==> src/rtl/hzd_pkg.sv <==
// Shared types and character codes for the HZ text decoder.
// Used by hzd_decode, hzd_burst_buf and the top level hz_text_decoder.
package hzd_pkg;

  localparam logic [7:0] ChTilde  = 8'h7E;
  localparam logic [7:0] ChLbrace = 8'h7B;
  localparam logic [7:0] ChRbrace = 8'h7D;
  localparam logic [7:0] ChCr     = 8'h0D;
  localparam logic [7:0] ChLf     = 8'h0A;
  localparam logic [7:0] HiBit    = 8'h80;

  // Largest number of decoded bytes that one encoded byte can cause.
  localparam int unsigned MaxBurst = 3;
  localparam int unsigned CntW     = $clog2(MaxBurst + 1);

  typedef enum logic [2:0] {
    MODE_ASCII  = 3'd0,
    MODE_ATILDE = 3'd1,
    MODE_GB     = 3'd2,
    MODE_GTILDE = 3'd3,
    MODE_HELD   = 3'd4
  } mode_e;

  // Decoded bytes for one input beat, first byte in slot 0.
  typedef struct packed {
    logic [CntW-1:0]                cnt;
    logic [MaxBurst-1:0][7:0]       bytes;
  } burst_t;

endpackage

==> src/rtl/hzd_decode.sv <==
// Escape and mode tracking for the HZ text decoder.
// Holds the decode mode and the pending GB lead byte; depends on hzd_pkg.
module hzd_decode (
  input  logic          clk_i,
  input  logic          rst_ni,
  input  logic          take_i,
  input  logic [7:0]    in_byte_i,
  output hzd_pkg::burst_t burst_o
);
  import hzd_pkg::*;

  mode_e      mode_q, mode_d;
  logic [7:0] held_q, held_d;
  burst_t     burst;

  // Next mode and held lead byte.
  always_comb begin
    mode_d = mode_q;
    held_d = held_q;
    unique case (mode_q)
      MODE_ATILDE: begin
        mode_d = MODE_ASCII;
        if (in_byte_i == ChLbrace) begin
          mode_d = MODE_GB;
        end
      end
      MODE_GB: begin
        if (in_byte_i == ChTilde) begin
          mode_d = MODE_GTILDE;
        end else if (in_byte_i != ChCr && in_byte_i != ChLf) begin
          held_d = in_byte_i;
          mode_d = MODE_HELD;
        end
      end
      MODE_GTILDE: begin
        mode_d = MODE_GB;
        if ((in_byte_i & HiBit) != 8'h00) begin
          held_d = in_byte_i;
          mode_d = MODE_HELD;
        end else if (in_byte_i == ChRbrace) begin
          mode_d = MODE_ASCII;
        end
      end
      MODE_HELD: begin
        mode_d = MODE_GB;
        // A high byte after a low lead byte ends the pair and starts a new one.
        if ((held_q & HiBit) == 8'h00 && (in_byte_i & HiBit) != 8'h00) begin
          held_d = in_byte_i;
          mode_d = MODE_HELD;
        end
      end
      default: begin
        mode_d = MODE_ASCII;
        if (in_byte_i == ChTilde) begin
          mode_d = MODE_ATILDE;
        end
      end
    endcase
  end

  // Decoded bytes for the current input beat.
  always_comb begin
    burst = '0;
    unique case (mode_q)
      MODE_ATILDE: begin
        if (in_byte_i == ChTilde || in_byte_i == ChCr) begin
          burst.cnt      = CntW'(1);
          burst.bytes[0] = ChTilde;
        end else if (in_byte_i == ChLf) begin
          burst.cnt = '0;
        end else if (in_byte_i == ChLbrace) begin
          burst.cnt = '0;
        end else begin
          burst.cnt      = CntW'(2);
          burst.bytes[0] = ChTilde;
          burst.bytes[1] = in_byte_i;
        end
      end
      MODE_GB: begin
        if (in_byte_i == ChLf) begin
          burst.cnt      = CntW'(2);
          burst.bytes[0] = ChCr;
          burst.bytes[1] = ChLf;
        end
      end
      MODE_GTILDE: begin
        if ((in_byte_i & HiBit) != 8'h00) begin
          burst.cnt      = CntW'(1);
          burst.bytes[0] = ChTilde;
        end else if (in_byte_i == ChCr) begin
          burst.cnt      = CntW'(1);
          burst.bytes[0] = ChTilde;
        end else if (in_byte_i == ChLf) begin
          burst.cnt      = CntW'(3);
          burst.bytes[0] = ChTilde;
          burst.bytes[1] = ChCr;
          burst.bytes[2] = ChLf;
        end else if (in_byte_i == ChRbrace) begin
          burst.cnt = '0;
        end else begin
          burst.cnt      = CntW'(2);
          burst.bytes[0] = ChTilde;
          burst.bytes[1] = in_byte_i;
        end
      end
      MODE_HELD: begin
        if (in_byte_i == ChCr) begin
          burst.cnt      = CntW'(1);
          burst.bytes[0] = held_q;
        end else if (in_byte_i == ChLf) begin
          burst.cnt      = CntW'(3);
          burst.bytes[0] = held_q;
          burst.bytes[1] = ChCr;
          burst.bytes[2] = ChLf;
        end else if ((held_q & HiBit) == 8'h00 && (in_byte_i & HiBit) != 8'h00) begin
          burst.cnt      = CntW'(1);
          burst.bytes[0] = held_q;
        end else begin
          burst.cnt      = CntW'(2);
          burst.bytes[0] = held_q | HiBit;
          burst.bytes[1] = in_byte_i | HiBit;
        end
      end
      default: begin
        if (in_byte_i != ChTilde) begin
          burst.cnt      = CntW'(1);
          burst.bytes[0] = in_byte_i;
        end
      end
    endcase
  end

  assign burst_o = burst;

  always_ff @(posedge clk_i or negedge rst_ni) begin
    if (!rst_ni) begin
      mode_q <= MODE_ASCII;
      held_q <= 8'h00;
    end else if (take_i) begin
      mode_q <= mode_d;
      held_q <= held_d;
    end
  end

endmodule

==> src/rtl/hzd_burst_buf.sv <==
// Result register for the HZ text decoder: holds the bytes of one input beat
// and hands them out one per output beat. Depends on hzd_pkg.
module hzd_burst_buf (
  input  logic            clk_i,
  input  logic            rst_ni,
  input  logic            load_i,
  input  hzd_pkg::burst_t burst_i,
  output logic            can_load_o,
  output logic            out_valid_o,
  input  logic            out_ready_i,
  output logic [7:0]      out_byte_o,
  output logic            last_of_run_o
);
  import hzd_pkg::*;

  logic [CntW-1:0]          cnt_q, cnt_d;
  logic [MaxBurst-1:0][7:0] bytes_q, bytes_d;
  logic                     pop;

  assign out_valid_o   = cnt_q != '0;
  assign out_byte_o    = bytes_q[0];
  assign last_of_run_o = cnt_q == CntW'(1);
  assign pop           = out_valid_o && out_ready_i;

  // A new burst may load once the current one is gone or leaves this cycle.
  assign can_load_o = (cnt_q == '0) || (last_of_run_o && out_ready_i);

  always_comb begin
    cnt_d   = cnt_q;
    bytes_d = bytes_q;
    if (load_i) begin
      cnt_d   = burst_i.cnt;
      bytes_d = burst_i.bytes;
    end else if (pop) begin
      cnt_d   = cnt_q - CntW'(1);
      bytes_d = {8'h00, bytes_q[MaxBurst-1:1]};
    end
  end

  always_ff @(posedge clk_i or negedge rst_ni) begin
    if (!rst_ni) begin
      cnt_q <= '0;
    end else begin
      cnt_q <= cnt_d;
    end
  end

  always_ff @(posedge clk_i) begin
    bytes_q <= bytes_d;
  end

endmodule

==> src/rtl/hz_text_decoder.sv <==
// HZ text decoder: takes one encoded byte per input beat and delivers zero to
// three decoded bytes as output beats, last_of_run_o marking the final one of
// each input byte. A new input byte is taken every cycle as long as each one
// decodes to at most one byte; an input that yields two or three bytes holds
// in_ready_o low while the result register drains, since that register hands
// out one byte per cycle. Output stalls stall the input the same way. ASCII/GB
// mode and any pending GB lead byte carry over from message to message; apart
// from the ~} escape, only reset returns the decoder to ASCII mode.
// Depends on hzd_pkg, hzd_decode and hzd_burst_buf.
module hz_text_decoder (
  input  logic       clk_i,
  input  logic       rst_ni,
  input  logic       in_valid_i,
  output logic       in_ready_o,
  input  logic [7:0] in_byte_i,
  output logic       out_valid_o,
  input  logic       out_ready_i,
  output logic [7:0] out_byte_o,
  output logic       last_of_run_o
);
  import hzd_pkg::*;

  burst_t burst;
  logic   take;

  assign take = in_valid_i && in_ready_o;

  hzd_decode u_decode (
    .clk_i     (clk_i),
    .rst_ni    (rst_ni),
    .take_i    (take),
    .in_byte_i (in_byte_i),
    .burst_o   (burst)
  );

  hzd_burst_buf u_buf (
    .clk_i         (clk_i),
    .rst_ni        (rst_ni),
    .load_i        (take),
    .burst_i       (burst),
    .can_load_o    (in_ready_o),
    .out_valid_o   (out_valid_o),
    .out_ready_i   (out_ready_i),
    .out_byte_o    (out_byte_o),
    .last_of_run_o (last_of_run_o)
  );

endmodule
==> config.mk <==
export PLATFORM = sky130hd
export DESIGN_NAME = hz_text_decoder
export DESIGN_NICKNAME = d
export VERILOG_FILES = /design/src/rtl/hzd_pkg.sv /design/src/rtl/hzd_decode.sv /design/src/rtl/hzd_burst_buf.sv /design/src/rtl/hz_text_decoder.sv
export SDC_FILE = /design/constraint.sdc
export NUM_CORES = 1
export LEC_CHECK = 0
export BUFFER_PORTS_ARGS = -buffer_cell sky130_fd_sc_hd__buf_2
export CORE_ASPECT_RATIO = 0.6
export CORE_MARGIN = 2
export CORE_UTILIZATION = 58
export DETAILED_ROUTE_END_ITERATION = 16
export GPL_ROUTABILITY_DRIVEN = 0
export PLACE_DENSITY = 0.79
export SLEW_MARGIN = 15
export SYNTH_ARGS = -nofsm -noshare
export SYNTH_HDL_FRONTEND = slang
export SYNTH_SLANG_ARGS = --single-unit
==> constraint.sdc <==
create_clock -name clk_i -period 2.7 [get_ports clk_i]
set_input_delay 0.135 -clock clk_i [delete_from_list [all_inputs] [get_ports clk_i]]
set_output_delay 0.135 -clock clk_i [all_outputs]
set_load 0.02 [all_outputs]
# After elaboration in Yosys (flattened, before gate mapping)

Index checks and enable logic that the tools add are counted.

Add/subtract/negate cells: 1
Eq/ne operators: 18
Multiplexer cells: 51
Reductions and logical operators: 14

Operator list:

| kind                 | count |
|---|---|
| $mux W16             | 6 |
| $mux W8              | 12 |
| $pmux W8 S4          | 2 |
| $mux W24             | 2 |
| $mux W2              | 15 |
| $eq A8 B7 Y1 const B | 3 |
| $mux W12             | 2 |
| $pmux W8 S3          | 1 |
| $eq A8 B4 Y1 const B | 2 |
| $ne A8 B4 Y1 const B | 2 |
| $pmux W8 S2          | 1 |
| $mux W15             | 1 |
| $mux W3              | 4 |
| $pmux W3 S4          | 1 |
| $logic_not A8 Y1     | 1 |
| $ne A8 B7 Y1 const B | 1 |
| $pmux W2 S4          | 1 |
| $eq A3 B2 Y1 const B | 2 |
| $reduce_and A6 Y1    | 1 |
| $logic_and A1 B1 Y1  | 5 |
| $mux W4              | 1 |
| $ne A2 B1 Y1 const B | 2 |
| $ne A2 B2 Y1 const B | 2 |
| $reduce_bool A2 Y1   | 2 |
| 10 further kinds     | 12 |

Flip-flop bits (word level): 37
Input port bits: 12
Output and inout port bits: 11
Word-level logic and storage cells: 90

# Logic depth before layout (Yosys ltp)

Depth after elaboration: 7
Gate-level depth with buffers: 8
Depth with buffers taken out: 7

# By module

From an unflattened synthesis, not the netlist that was laid out.

Cells, all modules: 220
Area total of the unflattened synthesis: 2383.5 µm²

By module, submodules not included:

| module          | instances | cells an instance | area each (µm²) | sequential area each (µm²) |
|---|---|---|---|---|
| hzd_decode      | 1         | 142               | 1189.9          | 275.3 |
| hzd_burst_buf   | 1         | 77                | 1187.4          | 770.7 |
| hz_text_decoder | 1         | 1                 | 6.3             | 0.0 |

# Least setup slack after synthesis

OpenSTA, ideal clock, no wires.

Path type: reg2reg
Start: reg u_buf.cnt_q[1]
End: reg u_decode.held_q[1]
Setup time: 125 ps
Arrival time: 2059 ps
Required time: 2575 ps
Path slack: 517 ps
Stages on the path, launching flop included: 8
Buffers on the path: 0
Clock period less this slack: 2183 ps
Path through: dfrtp_1 inv_1 ha_1 a21o_1 and2_1 o21ai_0 nor3_4 mux2_2

Longest elaborated chain between the ends: 5
Elaborated cells between the ends (all ways): 6
Classes of those cells: 1 x eq/ne; 5 x reduce/logical

RTL lines:

| item                        | RTL line              | text |
|---|---|---|
| start, declared             | hzd_burst_buf.sv:16   | `logic [CntW-1:0] cnt_q, cnt_d;` |
| start signal, assigned      | hzd_burst_buf.sv:44   | `cnt_q <= cnt_d;` |
| $eq A2 B1 Y1                | hzd_burst_buf.sv:22   | `assign last_of_run_o = cnt_q == CntW'(1);` |
| net last_of_run_o           | hz_text_decoder.sv:19 | `output logic last_of_run_o` |
| $logic_and A1 B1 Y1         | hzd_burst_buf.sv:26   | `assign can_load_o = (cnt_q == '0) \|\| (last_of_run_o && out_ready_i);` |
| $logic_or A1 B1 Y1          | hzd_burst_buf.sv:26   |  |
| net in_ready_o              | hz_text_decoder.sv:14 | `output logic in_ready_o,` |
| $logic_and A1 B1 Y1         | hz_text_decoder.sv:26 | `assign take = in_valid_i && in_ready_o;` |
| $reduce_and A6 Y1 (no line) | -                     |  |
| end signal, assigned        | hzd_decode.sv:141     | `held_q <= held_d;` |
| end, declared               | hzd_decode.sv:13      | `logic [7:0] held_q, held_d;` |

The timed path passes the listed nets, and every way through them passes these cells.
A chain may end at the register's enable or synchronous reset.

# Final worst setup path

Start: reg u_decode.mode_q[1]
End: reg u_decode.held_q[2]

Longest elaborated chain between the ends: 3
Elaborated cells between the ends (all ways): 10
Classes of those cells: 7 x eq/ne; 1 x mux; 2 x reduce/logical

RTL lines:

| item                                                 | RTL line          | text |
|---|---|---|
| start, declared                                      | hzd_decode.sv:12  | `mode_e mode_q, mode_d;` |
| start signal, assigned                               | hzd_decode.sv:140 | `mode_q <= mode_d;` |
| $eq A3 B3 Y1 or $eq A3 B2 Y1 (tied branches)         | hzd_decode.sv:20  | `unique case (mode_q)` |
| $ne A2 B1 Y1 (no line), or another cell as far along | -                 |  |
| $reduce_and A6 Y1 (no line)                          | -                 |  |

Several ways; a longest one is shown, not always the timed one.

==> impl_metrics.py <==
metrics = {
    "logic_synthesis": {
        "yosys_register_bits": 30,
        "yosysWarnings": 0,
        "synthTopCellsByArea": "edfxtp_1 (26%), dfrtp_1 (16%), mux2_2 (4.0%)",
        "synth.avg_cell_area_um2": 9.63,
        "synth_top_cell_area_share_pct": 25.7,
        "synthCells": 206,
        "synth_seq_area_share_pct": 42.1,
        "synth_area_mm2": 0.00198,
        "synth_cell_types": 58,
        "syn-num-nets": 220,
        "yosysTopAreaCell": "edfxtp_1",
        "synth-edff-count": 17,
        "synthArstFlopShare_pct": 43.3,
        "synth-main-ff-cell": "edfxtp_1",
    },
    "floorplan": {
        "dieArea_mm2": 0.00392,
        "start_util_pct": 60.8,
        "row_count": 16,
        "boundaryPins": 23,
        "core-area_mm2": 0.00326,
        "fp.dieH_um": 49.3,
        "die_w_um": 79.5,
    },
    "placement": {
        "dp_cells": 255,
        "hpwl_um": 3470,
        "post-place-ws_ps": 467,
        "port_buffers": 22,
    },
    "grt": {
        "grt_max_degree": 19,
        "antenna_found_initial": 0,
        "grt_pass1_wl_um": 7560,
        "overflow": 0,
        "grt_usage_pct": 25.5,
        "grt_pass1_vias": 1509,
    },
    "cells_and_area": {
        "ff_latch_area_um2": 836,
        "layout_common_cells": "buf_2 (22), nand2_1 (20), edfxtp_1 (17), o21ai_0 (13), dfrtp_1 (13)",
        "final.fill_count": 258,
        "n_antenna_cell": 0,
        "multi_input_area_um2": 997,
        "nets": 232,
        "fin_cells": 264,
        "layout_commonest_cell": "buf_2",
        "drive_gt1_share_pct": 23.7,
        "area.growth.synth_to_final_pct": 8.01,
    },
    "sta": {
        "drv_slew": 0,
        "rsz0062_at_grt": "no",
        "fin_crit_sh_pct": 83.9,
        "max_freq_ghz": 0.441,
        "max-slew-margin-rel_pct": 53.4,
        "finClkSkew_ps": 2.99,
        "layout_min_cycle_time_ps": 2270,
        "hold_viol_final": 0,
        "worst_pin_slew_ps": 693,
        "setup-violations-final": 0,
        "setup_tns_ps": 0,
        "fin_ws_ps": 435,
    },
    "worst_hold_path": {
        "min_path_type": "input pin to register",
    },
    "clock_tree": {
        "ctsResizeCount": 0,
        "insertion_delay_ps": 280,
        "cts_tree": "built",
        "clock_sinks": 30,
        "cts_root_buf": "clkbuf_8",
        "numCtsBuffers": 5,
        "cts.path.max_buffers": 2,
        "path_clk_slew_ps": 60,
        "htreeDepth": 2,
        "cts_setup_buffers": 0,
    },
    "setup_path": {
        "setup.worst_path.class": "register to register",
        "cp_max_fo": 10,
        "required_ps": 2870,
        "cp-start-kind": "register",
        "cp-end-kind": "register",
        "critPathArrivalTime_ps": 2430,
    },
    "drt": {
        "dr.pass1.iters": 6,
        "drt_iter0_drc": 242,
        "wl_per_cell_um": 18.0,
        "finalWirelength_um": 4750,
        "ant_nets": 0,
        "vias_per_cell": 6.64,
        "route.detailed.drc": 0,
        "via_count": 1752,
    },
    "power_and_ir_drop": {
        "power_leakage_nw": 0.865,
        "power_density_mw_per_mm2": 1130,
        "total_power_mw": 2.42,
        "vdd_drop_max_mv": 0.602,
    },
    "run_status": {
        "outcome": "finished clean",
    },
    "job": {
        "drv_cap": 0,
    },
}
[critical path: stages, from the launching register on]
cell,delay [ps]
dfrtp_1,460
nand2b_1,210
nor2_2,350
o21ai_0,310
nor3_4,430
mux2_2,390
[layer usage]
metal | vias up | global-route usage [%] | part of all wire, %
met4 | 0 | 5.17 | 2.0
met3 | 23 | 10.6 | 15
met1 | 810 | 39.5 | 44
met2 | 128 | 32.8 | 39
li1 | 791 | - | -
met5 | - | 0 | 0
[sequential cells by signal (all words and copies together) (netlist names)]
signal / count
u_buf.bytes_q: 9
u_buf.cnt_q: 2
u_buf.out_byte_o: 8
u_decode.held_q: 8
u_decode.mode_q: 3
[final cells by class]
type | count | share of cell area [%]
clock buffers | 7 | 4.03
clock inverters | 1 | 0.234
inverters | 7 | 1.23
multi-input cells | 149 | 46.6
flip-flops and latches | 30 | 39.0
well taps | 45 | 2.63
repair buffers | 25 | 6.31
[cells by family (layout without fill, tap and decap cells)]
logic type / Yosys count / in the layout / share of synthesized area [%]
AO/OA/AOI/OAI: 58 / 58 / 21.9
buffers and inverters: 27 / 40 / 7.57
flip-flops: 30 / 30 / 42.1
multiplexers: 7 / 7 / 3.97
AND/OR/NAND/NOR: 82 / 82 / 23.2
adder cells (fa/ha/maj): 2 / 2 / 1.26
[repair_timing]
item                                   in CTS  in global routing
hold buffers                                1                  0
endpoints found under the hold margin      13                  0
setup endpoints to repair                   0                  0
[path summary, 6_finish.rpt]
kind                               startpoint                  end  slack, ps  depth (start not counted)
hold reg to reg              u_buf.bytes_q[8]  u_buf.out_byte_o[0]        520                          2
hold / removal                   in_byte_i[3]   u_decode.held_q[3]        200                          2
setup reg to reg           u_decode.mode_q[1]   u_decode.held_q[2]        430                          5
max in group asynchronous              rst_ni   u_decode.held_q[4]       2200                          2
min in group asynchronous              rst_ni   u_decode.held_q[7]        270                          2
setup / recovery           u_decode.mode_q[1]   u_decode.held_q[2]        430                          5
[power breakdown]
part | switching (mW) | internal [mW]
logic | 0.712 | 0.426
clock network | 0.169 | 0.205
registers | 0.144 | 0.760
[synth_stat cells (all sizes together), types with 7 or more instances]
library cell and instances:
dfrtp 13, and2 7, edfxtp 17, inv 7, nor2 13, clkbuf 7, o21ai 14, nand3 7
mux2 7, nand2 20, a21oi 8, buf 13
[metrics by stage]
| step | utilization [%] | area (µm²) | hold slack, ps |
|---|---|---|---|
| final | 65.6 | 2140 | 197 |
| after global routing | 65.6 | 2140 | 204 |
| after global placement | 62.5 | 2040 | 40.2 |
| after CTS | 65.6 | 2140 | 189 |
| after floorplan | - | 1980 | -161 |
| after detailed placement | 62.5 | 2040 | 45.8 |
(Power assumes the default switching activity.)
